File: src/sv/amgs_pkg.sv
// ----------------------------------------------------------------------------
// amgs_pkg: shared definitions for the adjacency matrix graph store
// Operation codes, sequencer states, field widths and the endpoint match
// result that the compare unit hands to the sequencer.
// ----------------------------------------------------------------------------
package amgs_pkg;

	// fixed field widths of the stream items
	localparam int VTX_W       = 4;
	localparam int VCNT_W      = 5;
	localparam int ECNT_OUT_W  = 6;
	localparam int LABEL_OUT_W = 32;
	localparam int OP_W        = 2;

	// parameter defaults
	localparam int DEF_NUM_VERTICES = 16;
	localparam int DEF_MAX_EDGES    = 32;
	localparam int DEF_LABEL_BITS   = 32;

	typedef enum logic [OP_W-1:0] {
		OP_VERTEX_INS = 2'd0,
		OP_EDGE_INS   = 2'd1,
		OP_VERTEX_DEL = 2'd2
	} op_t;

	typedef enum logic [2:0] {
		ST_IDLE,
		ST_DECODE,
		ST_SCAN,
		ST_RESP,
		ST_EMIT
	} state_t;

	// compare unit result for one edge list entry
	typedef struct packed {
		logic touch;   // entry has the key vertex A as an endpoint
		logic dup;     // entry joins key A and key B in either direction
	} match_t;

endpackage

File: src/sv/amgs_edge_ram.sv
// ----------------------------------------------------------------------------
// amgs_edge_ram: edge list storage
// One write port, one read port with registered read data.
// ----------------------------------------------------------------------------
module amgs_edge_ram #(
	parameter int DEPTH = 32,
	parameter int WIDTH = 40,
	parameter int AW    = 5
) (
	input  logic             clk,
	input  logic             we,
	input  logic [AW-1:0]    waddr,
	input  logic [WIDTH-1:0] wdata,
	input  logic             re,
	input  logic [AW-1:0]    raddr,
	output logic [WIDTH-1:0] rdata
);

	logic [WIDTH-1:0] mem_q [DEPTH];
	logic [WIDTH-1:0] rdata_q;

	always_ff @(posedge clk) begin
		if (we) begin
			mem_q[waddr] <= wdata;
		end
	end

	always_ff @(posedge clk) begin
		if (re) begin
			rdata_q <= mem_q[raddr];
		end
	end

	assign rdata = rdata_q;

endmodule

File: src/sv/amgs_match.sv
// ----------------------------------------------------------------------------
// amgs_match: shared endpoint compare unit
// Compares one edge list entry against the key vertices; used by the
// duplicate search on edge insert and by the compaction pass on erase.
// ----------------------------------------------------------------------------
module amgs_match #(
	parameter int ENTRY_W = 40
) (
	input  logic [ENTRY_W-1:0]               entry,
	input  logic [amgs_pkg::VTX_W-1:0]       key_a,
	input  logic [amgs_pkg::VTX_W-1:0]       key_b,
	output amgs_pkg::match_t                 result
);
	import amgs_pkg::*;

	logic [VTX_W-1:0] end_a;
	logic [VTX_W-1:0] end_b;

	// entry layout from the low bit: end A, end B, label
	assign end_a = entry[VTX_W-1:0];
	assign end_b = entry[2*VTX_W-1:VTX_W];

	always_comb begin
		result.touch = (end_a == key_a) || (end_b == key_a);
		result.dup   = ((end_a == key_a) && (end_b == key_b)) ||
		               ((end_a == key_b) && (end_b == key_a));
	end

endmodule

File: src/sv/adjacency_matrix_graph_store.sv
// ----------------------------------------------------------------------------
// adjacency_matrix_graph_store: undirected graph store with ordered edge list
// Vertex present bits, an edge list in insertion order and a sequencer that
// walks the list through one shared endpoint compare unit.
// ----------------------------------------------------------------------------
// One item at a time; s_tready is high only between items. A vertex insert,
// an erase of a missing vertex and any request rejected on its range,
// present or full check go from the input transfer through the decode
// state to the load of the count record. An edge insert that passes those
// checks first runs a duplicate search that reads the edge RAM one entry a
// cycle through its registered read port. An erase scans the list through
// the same read port to compact it and load the count record, then sends
// one label record per cycle after it while m_tready stays high.
// A low m_tready holds the sequencer wherever a record has to be loaded.
// Adjacency is held implicitly by the edge list, so there is no matrix to
// clear and no clearing pass after reset. The next input can be taken while
// the final record still waits on m_tready.
// ----------------------------------------------------------------------------
module adjacency_matrix_graph_store #(
	parameter int NUM_VERTICES = amgs_pkg::DEF_NUM_VERTICES,
	parameter int MAX_EDGES    = amgs_pkg::DEF_MAX_EDGES,
	parameter int LABEL_BITS   = amgs_pkg::DEF_LABEL_BITS
) (
	input  logic        clk,
	input  logic        arst_n,
	input  logic        s_tvalid,
	output logic        s_tready,
	input  logic [39:0] s_tdata,   // vertex_a[3:0], vertex_b[7:4], edge_label[39:8]
	input  logic [1:0]  s_tuser,   // operation[1:0]
	output logic        m_tvalid,
	input  logic        m_tready,
	output logic [47:0] m_tdata,   // status[0], vertex_count[5:1], edge_count[11:6],
	                               // label_out[43:12], zero[47:44]
	output logic        m_tuser,   // is_label[0]
	output logic        m_tlast
);
	import amgs_pkg::*;

	// only vertex indexes that the 4-bit field can name are ever stored
	localparam int NV_EFF  = (NUM_VERTICES < (1 << VTX_W)) ? NUM_VERTICES : (1 << VTX_W);
	localparam int VIDX_W  = (NV_EFF > 2) ? $clog2(NV_EFF) : 1;
	localparam int LAB_W   = (LABEL_BITS < LABEL_OUT_W) ? LABEL_BITS : LABEL_OUT_W;
	localparam int ENTRY_W = LAB_W + 2 * VTX_W;
	localparam int EIDX_W  = (MAX_EDGES > 1) ? $clog2(MAX_EDGES) : 1;
	localparam int ECNT_W  = $clog2(MAX_EDGES + 1);
	localparam logic [VTX_W:0]  NV_LIM  = (VTX_W + 1)'(NV_EFF);
	localparam logic [ECNT_W-1:0] E_MAX = ECNT_W'(MAX_EDGES);

	state_t state_q, state_d;

	logic [OP_W-1:0]   op_q;
	logic [VTX_W-1:0]  a_q;
	logic [VTX_W-1:0]  b_q;
	logic [LAB_W-1:0]  lab_q;
	logic              err_q;
	logic              dup_q;
	logic [NV_EFF-1:0] present_q;
	logic [VCNT_W-1:0] vtot_q;
	logic [ECNT_W-1:0] etot_q;
	logic [ECNT_W-1:0] rd_idx_q;
	logic [ECNT_W-1:0] wr_idx_q;
	logic              rvalid_s1;
	logic              pend_q;

	logic                   out_valid_q;
	logic                   out_status_q;
	logic                   out_is_label_q;
	logic [VCNT_W-1:0]      out_vcnt_q;
	logic [ECNT_OUT_W-1:0]  out_ecnt_q;
	logic [LABEL_OUT_W-1:0] out_label_q;
	logic                   out_last_q;

	logic               a_ok, b_ok, pres_a, pres_b, full;
	logic               dec_err, dec_scan;
	logic               scan_more, scan_done, out_free, emit_more;
	logic               rd_en, wr_en, load_count, load_label;
	logic [EIDX_W-1:0]  wr_addr;
	logic [ENTRY_W-1:0] wr_data;
	logic [ENTRY_W-1:0] rd_data;
	logic [LABEL_OUT_W-1:0] lab_ext;
	match_t             hit;

	amgs_edge_ram #(
		.DEPTH (MAX_EDGES),
		.WIDTH (ENTRY_W),
		.AW    (EIDX_W)
	) u_ram (
		.clk   (clk),
		.we    (wr_en),
		.waddr (wr_addr),
		.wdata (wr_data),
		.re    (rd_en),
		.raddr (rd_idx_q[EIDX_W-1:0]),
		.rdata (rd_data)
	);

	amgs_match #(
		.ENTRY_W (ENTRY_W)
	) u_match (
		.entry  (rd_data),
		.key_a  (a_q),
		.key_b  (b_q),
		.result (hit)
	);

	// request checks on the latched item
	assign a_ok   = {1'b0, a_q} < NV_LIM;
	assign b_ok   = {1'b0, b_q} < NV_LIM;
	assign pres_a = a_ok && present_q[a_q[VIDX_W-1:0]];
	assign pres_b = b_ok && present_q[b_q[VIDX_W-1:0]];
	assign full   = etot_q >= E_MAX;

	always_comb begin
		dec_err  = 1'b1;
		dec_scan = 1'b0;
		unique case (op_q)
			OP_VERTEX_INS: begin
				dec_err = !a_ok;
			end
			OP_EDGE_INS: begin
				dec_err  = !pres_a || !pres_b || full;
				dec_scan = !dec_err;
			end
			OP_VERTEX_DEL: begin
				dec_err  = !pres_a;
				dec_scan = !dec_err;
			end
			default: begin
				dec_err = 1'b1;
			end
		endcase
	end

	assign scan_more = rd_idx_q < etot_q;
	assign scan_done = !scan_more && !rvalid_s1;
	assign out_free  = !out_valid_q || m_tready;
	assign emit_more = (op_q == OP_VERTEX_DEL) && !err_q && (etot_q != '0);

	always_comb begin
		lab_ext = '0;
		lab_ext[LAB_W-1:0] = rd_data[ENTRY_W-1:2*VTX_W];
	end

	// next state
	always_comb begin
		state_d = state_q;
		unique case (state_q)
			ST_IDLE: begin
				if (s_tvalid) state_d = ST_DECODE;
			end
			ST_DECODE: begin
				state_d = dec_scan ? ST_SCAN : ST_RESP;
			end
			ST_SCAN: begin
				if (scan_done) state_d = ST_RESP;
			end
			ST_RESP: begin
				if (out_free) state_d = emit_more ? ST_EMIT : ST_IDLE;
			end
			ST_EMIT: begin
				if (!scan_more && (load_label || !pend_q)) state_d = ST_IDLE;
			end
			default: begin
				state_d = ST_IDLE;
			end
		endcase
	end

	// sequencer outputs
	always_comb begin
		s_tready   = 1'b0;
		rd_en      = 1'b0;
		wr_en      = 1'b0;
		wr_addr    = wr_idx_q[EIDX_W-1:0];
		wr_data    = rd_data;
		load_count = 1'b0;
		load_label = 1'b0;
		unique case (state_q)
			ST_IDLE: begin
				s_tready = 1'b1;
			end
			ST_DECODE: begin
			end
			ST_SCAN: begin
				rd_en = scan_more;
				if (rvalid_s1 && (op_q == OP_VERTEX_DEL) && !hit.touch) begin
					// keep entry, compact toward the head
					wr_en = 1'b1;
				end else if (scan_done && (op_q == OP_EDGE_INS) && !dup_q) begin
					wr_en   = 1'b1;
					wr_addr = etot_q[EIDX_W-1:0];
					wr_data = {lab_q, b_q, a_q};
				end
			end
			ST_RESP: begin
				load_count = out_free;
				rd_en      = out_free && emit_more;
			end
			ST_EMIT: begin
				load_label = pend_q && out_free;
				rd_en      = (!pend_q || load_label) && scan_more;
			end
			default: begin
			end
		endcase
	end

	always_ff @(posedge clk or negedge arst_n) begin
		if (!arst_n) begin
			state_q   <= ST_IDLE;
			err_q     <= 1'b0;
			dup_q     <= 1'b0;
			present_q <= '0;
			vtot_q    <= '0;
			etot_q    <= '0;
			rd_idx_q  <= '0;
			wr_idx_q  <= '0;
			rvalid_s1 <= 1'b0;
			pend_q    <= 1'b0;
		end else begin
			state_q   <= state_d;
			rvalid_s1 <= (state_q == ST_SCAN) && rd_en;
			if (rd_en) rd_idx_q <= rd_idx_q + 1'b1;

			unique case (state_q)
				ST_DECODE: begin
					err_q    <= dec_err;
					dup_q    <= 1'b0;
					rd_idx_q <= '0;
					wr_idx_q <= '0;
					if ((op_q == OP_VERTEX_INS) && a_ok && !pres_a) begin
						present_q[a_q[VIDX_W-1:0]] <= 1'b1;
						vtot_q <= vtot_q + 1'b1;
					end
				end
				ST_SCAN: begin
					if (rvalid_s1 && hit.dup) dup_q <= 1'b1;
					if (rvalid_s1 && (op_q == OP_VERTEX_DEL) && !hit.touch) begin
						wr_idx_q <= wr_idx_q + 1'b1;
					end
					if (scan_done) begin
						rd_idx_q <= '0;
						if (op_q == OP_EDGE_INS) begin
							if (dup_q) begin
								err_q <= 1'b1;
							end else begin
								etot_q <= etot_q + 1'b1;
							end
						end else begin
							etot_q <= wr_idx_q;
							present_q[a_q[VIDX_W-1:0]] <= 1'b0;
							vtot_q <= vtot_q - 1'b1;
						end
					end
				end
				ST_RESP, ST_EMIT: begin
					if (rd_en) begin
						pend_q <= 1'b1;
					end else if (load_label) begin
						pend_q <= 1'b0;
					end
				end
				default: begin
				end
			endcase
		end
	end

	// input item latch
	always_ff @(posedge clk) begin
		if (s_tvalid && s_tready) begin
			op_q  <= s_tuser;
			a_q   <= s_tdata[VTX_W-1:0];
			b_q   <= s_tdata[2*VTX_W-1:VTX_W];
			lab_q <= s_tdata[2*VTX_W +: LAB_W];
		end
	end

	// output register
	always_ff @(posedge clk or negedge arst_n) begin
		if (!arst_n) begin
			out_valid_q <= 1'b0;
		end else if (load_count || load_label) begin
			out_valid_q <= 1'b1;
		end else if (m_tready) begin
			out_valid_q <= 1'b0;
		end
	end

	always_ff @(posedge clk) begin
		if (load_count) begin
			out_status_q   <= err_q;
			out_is_label_q <= 1'b0;
			out_vcnt_q     <= vtot_q;
			out_ecnt_q     <= ECNT_OUT_W'(etot_q);
			out_label_q    <= '0;
			out_last_q     <= !emit_more;
		end else if (load_label) begin
			out_status_q   <= 1'b0;
			out_is_label_q <= 1'b1;
			out_vcnt_q     <= vtot_q;
			out_ecnt_q     <= ECNT_OUT_W'(etot_q);
			out_label_q    <= lab_ext;
			// pending label sits at rd_idx_q - 1
			out_last_q     <= !scan_more;
		end
	end

	assign m_tvalid = out_valid_q;
	assign m_tdata  = {4'b0000, out_label_q, out_ecnt_q, out_vcnt_q, out_status_q};
	assign m_tuser  = out_is_label_q;
	assign m_tlast  = out_last_q;

endmodule

File: config.mk
export PLATFORM = sky130hd
export DESIGN_NAME = adjacency_matrix_graph_store
export DESIGN_NICKNAME = d
export VERILOG_FILES = /design/src/sv/amgs_pkg.sv /design/src/sv/amgs_edge_ram.sv /design/src/sv/amgs_match.sv /design/src/sv/adjacency_matrix_graph_store.sv
export SDC_FILE = /design/constraint.sdc
export NUM_CORES = 1
export LEC_CHECK = 0
export BUFFER_PORTS_ARGS = -buffer_cell sky130_fd_sc_hd__buf_4
export CORE_MARGIN = 4
export CORE_UTILIZATION = 56
export CTS_CLUSTER_DIAMETER = 80
export CTS_CLUSTER_SIZE = 14
export DETAILED_ROUTE_END_ITERATION = 16
export PLACE_DENSITY = 0.72
export SLEW_MARGIN = 0
export SYNTH_ARGS = -nofsm -noshare
export SYNTH_HDL_FRONTEND = slang
export SYNTH_SLANG_ARGS = --single-unit
File: constraint.sdc
create_clock -name clk -period 4.91 [get_ports clk]
set_input_delay 0.491 -clock clk [delete_from_list [all_inputs] [get_ports clk]]
set_output_delay 0.491 -clock clk [all_outputs]
set_load 0.01 [all_outputs]
==> results.py, run 1 <==
metrics = {
    "run_status": {
        "status": "complete, no violations",
    },
    "sta": {
        "min_period_ns": 4.25,
        "whs_ns": 0.185,
        "setup_viol_count_final": 0,
        "hold_viol": 0,
        "maxSlewViolCount": 0,
        "max_freq_mhz": 235,
        "rsz0062_at_grt": "false",
        "relSlewSlack": 0.183,
        "worst-slew-pin-transition_ns": 1.22,
        "skew_ns": 0.0340,
        "fin_ws_ns": 0.656,
        "tns_ns": 0,
        "min_period_over_period": 0.866,
    },
    "power": {
        "p_per_area_nw_per_um2": 518,
        "ir_worst_vdd_uv": 312,
        "power_leakage_nw": 19.8,
    },
    "logic_synthesis": {
        "yosys.area_share.simple": 0.0246,
        "synth-compound-area-share": 0.0537,
        "synth_top_family_by_area": "multiplexers",
        "yosys_warnings": 0,
        "syn-instance-count": 2977,
        "postSynth.asyncResetShare": 0.0323,
        "seq_area_frac_synth": 0.755,
        "yosysUniqueCellTypes": 65,
        "ys.flop_type": "edfxtp_1",
        "avgSynthCellArea_um2": 19.2,
        "synth_fa_ha_area_frac": 0.00386,
        "synthXorXnorAreaFrac": 0.00399,
        "synth.mux.area_fraction": 0.143,
        "synth_seq_cells": 1455,
        "synth-edff-count": 1375,
        "syn_area_um2": 57100,
    },
    "global_routing": {
        "grt_pass1_vias": 29786,
        "grt_pass1_wl_mm": 199,
        "antenna_found_initial": 1,
        "grt_max_degree": 133,
        "grtUsageTotal": 0.251,
        "overflow": 0,
    },
    "cts": {
        "cts_resized": 0,
        "clk_path_buf_depth": 3,
        "numCtsBuffers": 115,
        "clockRootBuffer": "clkbuf_16",
        "clk_pin_slew_ns": 0.07,
        "htreeDepth": 3,
        "post-cts-setup-buffers": 0,
        "tritoncts": "yes",
        "clk_latency_ns": 0.70,
        "cts.sinks": 1455,
    },
    "die": {
        "pin_count": 98,
        "num_rows": 116,
        "core_area_um2": 101000,
        "die_y_um": 327,
        "initial_core_util": 0.568,
        "die_w_um": 327,
        "die_area_um2": 107000,
    },
    "worst_setup_path": {
        "crit_arrival_ns": 4.61,
        "setup.worst_path.start_class": "flop",
        "critPathMaxFanout": 25,
        "cp_cell_sequence": "inv_1 -> ha_1 -> a211oi_1 -> nor2_1 -> a211o_1 -> and4b_4 -> buf_4 -> mux2i_1 -> nor2_4 -> buf_4",
        "cp-end-kind": "flop",
        "max_stage_delay_ns": 0.90,
        "worstSetupPathType": "flop to flop",
        "crit_family": "simple AND/OR/NAND/NOR gates",
        "r2r_setup_slack_ns": 0.66,
        "cp_slowest_cell": "nor2_4",
        "cp_num_buf_inv": 3,
        "crit_top_cell": "buf_4",
        "r2r_start": "etot_q[3]$_DFFE_PN0P_",
        "r2r_cells": 10,
        "required_ns": 5.27,
        "r2r_end": "u_ram.mem_q[19][31]$_DFFE_PP_",
    },
    "cells_and_area": {
        "mostFrequentLayoutCells": "1375 x edfxtp_1, 224 x mux2i_1, 206 x mux4_2",
        "area_growth_pct": 11.5,
        "multi_input_area_um2": 13400,
        "final_common_cell": "edfxtp_1",
        "n_fill_cell": 6766,
        "final_cell_area_um2": 63600,
        "final_nets": 3208,
        "register_area_um2": 43100,
        "diodes": 0,
        "drive_gt1_frac": 0.205,
    },
    "route": {
        "vias_per_cell": 6.47,
        "wirelength_mm": 135,
        "drtIter0Drc": 3569,
        "routedWlPerCell_um": 29.5,
        "dr.pass1.iters": 6,
        "vias": 29610,
        "drc": 0,
        "ant_nets": 0,
    },
    "place": {
        "portBuffers": 93,
        "dpl-instance-area_um2": 59900,
        "dpl.hpwl_mm": 78.1,
        "dp_slack_ns": 0.683,
        "place.gp.congestion": 0.850,
    },
    "run": {
        "cap_violations": 0,
    },
    "hold_path": {
        "hold_start": "m_tready",
        "min_to": "state_q[1]$_DFFE_PN0P_",
        "holdCritPathClass": "input pin to flop",
        "hold_depth": 4,
    },
}
[sequential cells by signal (all words and copies together) (netlist names), 2 cells and up, named ones only]
signal / cells
rd_idx_q: 6
out_vcnt_q: 5
state_q: 3
lab_q: 32
u_ram.mem_q: 1280
etot_q: 6
a_q: 4
wr_idx_q: 6
op_q: 2
out_ecnt_q: 6
out_label_q: 32
vtot_q: 5
u_ram.rdata: 40
b_q: 4
[cells in the mapped netlist, drive strengths merged, types with 33 or more instances]
cell,instances,area [µm²]
o31ai,43,323
edfxtp,1375,41300
o221ai,102,893
buf,85,414
clkbuf,106,398
nand2,94,353
o22ai,50,313
mux4,206,4640
nor2b,49,307
dfrtp,47,1180
dfxtp,33,661
mux2i,224,2240
a21boi,41,308
mux2,114,1280
nor2,66,248
a21oi,111,556
o21ai,47,235
[how the worst max path moves through the flow]
stage                               start                             to  slack [ns]  depth (start not counted)
CTS                 etot_q[3]$_DFFE_PN0P_  u_ram.mem_q[17][31]$_DFFE_PP_        0.66                         10
finish              etot_q[3]$_DFFE_PN0P_  u_ram.mem_q[19][31]$_DFFE_PP_        0.66                         10
global placement    etot_q[3]$_DFFE_PN0P_  u_ram.mem_q[16][11]$_DFFE_PP_        0.66                         10
floorplan           etot_q[3]$_DFFE_PN0P_   u_ram.mem_q[26][0]$_DFFE_PP_        0.41                         11
detailed placement  etot_q[3]$_DFFE_PN0P_  u_ram.mem_q[19][31]$_DFFE_PP_        0.68                         10
global route        etot_q[3]$_DFFE_PN0P_  u_ram.mem_q[17][27]$_DFFE_PP_        0.43                         10
[repair_timing]
item | 4_1_cts | 5_1_grt
hold buffers | 43 | 0
setup endpoints to repair | 0 | 0
hold endpoints to repair | 89 | 0
[power breakdown]
part,internal (mW),switching [mW]
Combinational,2.92,5.07
Clock,4.41,4.09
Sequential,16.0,0.502
Total,23.3,9.66
[metrics by stage]
step                       util  cells  total power, mW
after global placement    0.596   4342             24.3
final                     0.633   4577             32.9
after floorplan               -   2980             21.7
after CTS                 0.633   4577             33.1
after global routing      0.633   4577             34.2
after detailed placement  0.596   4342             24.6
[metal layers]
metal  routed length, µm  up-vias  global-route usage
met5                  26        -                   0
met3               14000      195              0.0564
met2               64000     1519               0.391
met1               54200    15436               0.370
met4                2690        4              0.0578
li1                    -    12456                   -
[worst register-to-register path, delay by kind of cell, from the launching register on]
kind                     cells  cell delay, ns
multiplexers                 1            0.34
flip-flops                   1            0.52
AND/OR/NAND/NOR              3            1.29
buffers and inverters        3            0.81
adder cells (fa/ha/maj)      1            0.33
AO/OA/AOI/OAI                2            0.62
[cell type report]
cell class,count,area share
multi-input cells,1318,0.210
well taps,1357,0.0267
inverters,16,0.000944
flip-flops and latches,1455,0.678
clock inverters,8,0.00153
clock buffers,184,0.0500
repair buffers,239,0.0324
[cells by family (layout without fill, tap and decap cells)]
family / count (synthesis) / in the layout
xor+xnor: 26 / 26
other cells: 1 / 4
buf+inv: 207 / 447
simple gates: 284 / 284
compound gates: 443 / 443
flops: 1455 / 1455
mux: 544 / 544
fa+ha+maj: 17 / 17
Note: power is estimated with default switching activity, not from simulation.
==> inputs of run 2 (changes only) <==
==> constraint.sdc (replaced) <==
create_clock -name clk -period 4.3 [get_ports clk]
set_input_delay 0.86 -clock clk [delete_from_list [all_inputs] [get_ports clk]]
set_output_delay 0.86 -clock clk [all_outputs]
set_load 0.01 [all_outputs]
==> run 2 against run 1 <==
Net effect: highest routed layer is now met4; critical endpoint is now u_ram.mem_q[10][16]$_DFFE_PP_; power increased by 13%; global-route usage increased by 0.34 points; largest power group unchanged; core utilization decreased by 0.088 points; routed wire length increased by 0.80%; first-iteration DRC count increased by 6.3%; register-to-register slack got worse by 0.10 ns.
==> results.py, run 2 (synthesis results as in run 1) <==
metrics = {
    "run_status": {
        "status": "complete, no violations",
    },
    "route": {
        "dr_wl_met3_mm": 13.4,
        "routed.top_layer": "met4",
        "dr.pass1.iters": 5,
        "ant_nets": 0,
        "vias": 29689,
        "met2_length_mm": 66.3,
        "met1Wirelength_mm": 52.6,
        "wirelength_mm": 136,
        "drc": 0,
        "vias_per_cell": 6.54,
        "routedWlPerCell_um": 29.9,
        "drtIter0Drc": 3795,
    },
    "worst_setup_path": {
        "crit_arrival_ns": 4.15,
        "required_ns": 4.71,
        "worstSetupPathType": "flop to flop",
        "cp-end-kind": "flop",
        "critPathMaxFanout": 40,
        "cp_slowest_cell": "a32oi_1",
        "r2r_end": "u_ram.mem_q[10][16]$_DFFE_PP_",
        "r2r_start": "etot_q[3]$_DFFE_PN0P_",
        "cp_num_buf_inv": 3,
        "max_stage_delay_ns": 0.77,
        "setup.worst_path.start_class": "flop",
        "crit_family": "compound AO/OA/AOI/OAI gates",
        "r2r_cells": 10,
        "cp_cell_sequence": "inv_1 -> ha_1 -> a211oi_1 -> nor2_1 -> a211o_1 -> and4b_4 -> a32oi_1 -> buf_4 -> nor2_4 -> buf_12",
        "r2r_setup_slack_ns": 0.55,
    },
    "cells_and_area": {
        "top_register": "u_ram.mem_q",
        "area_growth_pct": 11.3,
        "final_common_cell": "edfxtp_1",
        "drive_gt1_frac": 0.210,
        "multi_input_area_um2": 13400,
        "final_nets": 3170,
        "register_area_um2": 43100,
        "largest_register_ffs": 1280,
        "mostFrequentLayoutCells": "1375 x edfxtp_1, 224 x mux2i_1, 206 x mux4_2",
        "n_fill_cell": 6714,
    },
    "place": {
        "dp_slack_ns": 0.662,
        "dpl.hpwl_mm": 72.6,
        "place.gp.congestion": 0.845,
        "portBuffers": 93,
    },
    "sta": {
        "min_period_over_period": 0.871,
        "skew_ns": 0.0280,
        "fin_ws_ns": 0.555,
        "rsz0062_at_grt": "false",
        "setup_viol_count_final": 0,
        "maxSlewViolCount": 0,
        "min_period_ns": 3.75,
        "worst-slew-pin-transition_ns": 1.11,
        "max_freq_mhz": 267,
        "hold_viol": 0,
        "relSlewSlack": 0.262,
        "whs_ns": 0.157,
    },
    "die": {
        "die_w_um": 327,
        "num_rows": 116,
        "die_y_um": 327,
        "die_area_um2": 107000,
        "initial_core_util": 0.568,
        "pin_count": 98,
        "core_area_um2": 101000,
    },
    "global_routing": {
        "grt_pass1_vias": 29596,
        "grt_max_degree": 165,
        "overflow": 0,
        "grtUsageTotal": 0.255,
        "antenna_found_initial": 3,
        "grt_pass1_wl_mm": 201,
    },
    "power": {
        "ir_worst_vdd_uv": 498,
        "power_frac_seq": 0.507,
        "power_leakage_nw": 19.8,
        "internal-power_mw": 26.5,
        "p_switching_mw": 10.6,
        "power.share.clock": 0.262,
        "power_frac_comb": 0.231,
        "p_per_area_nw_per_um2": 584,
        "switching_share": 0.286,
    },
    "cts": {
        "cts_resized": 0,
        "clockRootBuffer": "clkbuf_16",
        "clk_path_buf_depth": 3,
        "cts.sinks": 1455,
        "htreeDepth": 3,
        "numCtsBuffers": 115,
        "clk_latency_ns": 0.71,
        "clk_pin_slew_ns": 0.07,
        "post-cts-setup-buffers": 0,
        "tritoncts": "yes",
        "ctsHoldBuffers": 0,
    },
    "hold_path": {
        "holdCritPathClass": "input pin to asynchronous set/reset pin",
    },
    "run": {
        "cap_violations": 0,
    },
}
==> run 2: metal layers <==
layer,vias to the layer above,global-route usage
li1,12376,-
met1,15451,0.360
met2,1631,0.410
met3,231,0.0497
met4,0,0.0740
met5,-,0
==> run 2: how the worst max path moves through the flow <==
stage                                     start                       endpoint  cells after the start
after floorplan           etot_q[3]$_DFFE_PN0P_   u_ram.mem_q[26][0]$_DFFE_PP_                     11
after global placement    etot_q[3]$_DFFE_PN0P_   u_ram.mem_q[2][25]$_DFFE_PP_                     10
after detailed placement  etot_q[3]$_DFFE_PN0P_  u_ram.mem_q[10][25]$_DFFE_PP_                     10
after CTS                 etot_q[3]$_DFFE_PN0P_  u_ram.mem_q[10][30]$_DFFE_PP_                     10
after global routing      etot_q[3]$_DFFE_PN0P_  u_ram.mem_q[10][30]$_DFFE_PP_                     10
final                     etot_q[3]$_DFFE_PN0P_  u_ram.mem_q[10][16]$_DFFE_PP_                     10
==> run 2: power groups by stage <==
stage,logic (mW),clock network (mW),registers [mW]
final,8.56,9.72,18.8
after global routing,9.25,10.5,18.9
after CTS,8.56,9.87,18.8
after detailed placement,8.54,0,19.1
after global placement,8.21,0,19.1
after floorplan,6.04,0,18.8
==> run 2: stage by stage <==
stage | total power, mW | utilization | instance area (µm²) | cells | setup TNS [ns]
after detailed placement | 27.6 | 0.599 | 60300 | 4347 | 0
after global routing | 38.6 | 0.632 | 63500 | 4541 | 0
after CTS | 37.2 | 0.632 | 63500 | 4541 | 0
final | 37.1 | 0.632 | 63500 | 4542 | 0
after global placement | 27.3 | 0.599 | 60300 | 4347 | 0
after floorplan | 24.8 | - | 57100 | 2980 | -82.36
==> run 2: layout make-up <==
class	instances	share of cell area
Multi-Input combinational cell	1318	0.211
Sequential cell	1455	0.679
Clock buffer	184	0.0500
Inverter	16	0.000945
Tap cell	1357	0.0267
Clock inverter	10	0.00156
Timing Repair Buffer	201	0.0310
Antenna cell	1	0.0000394
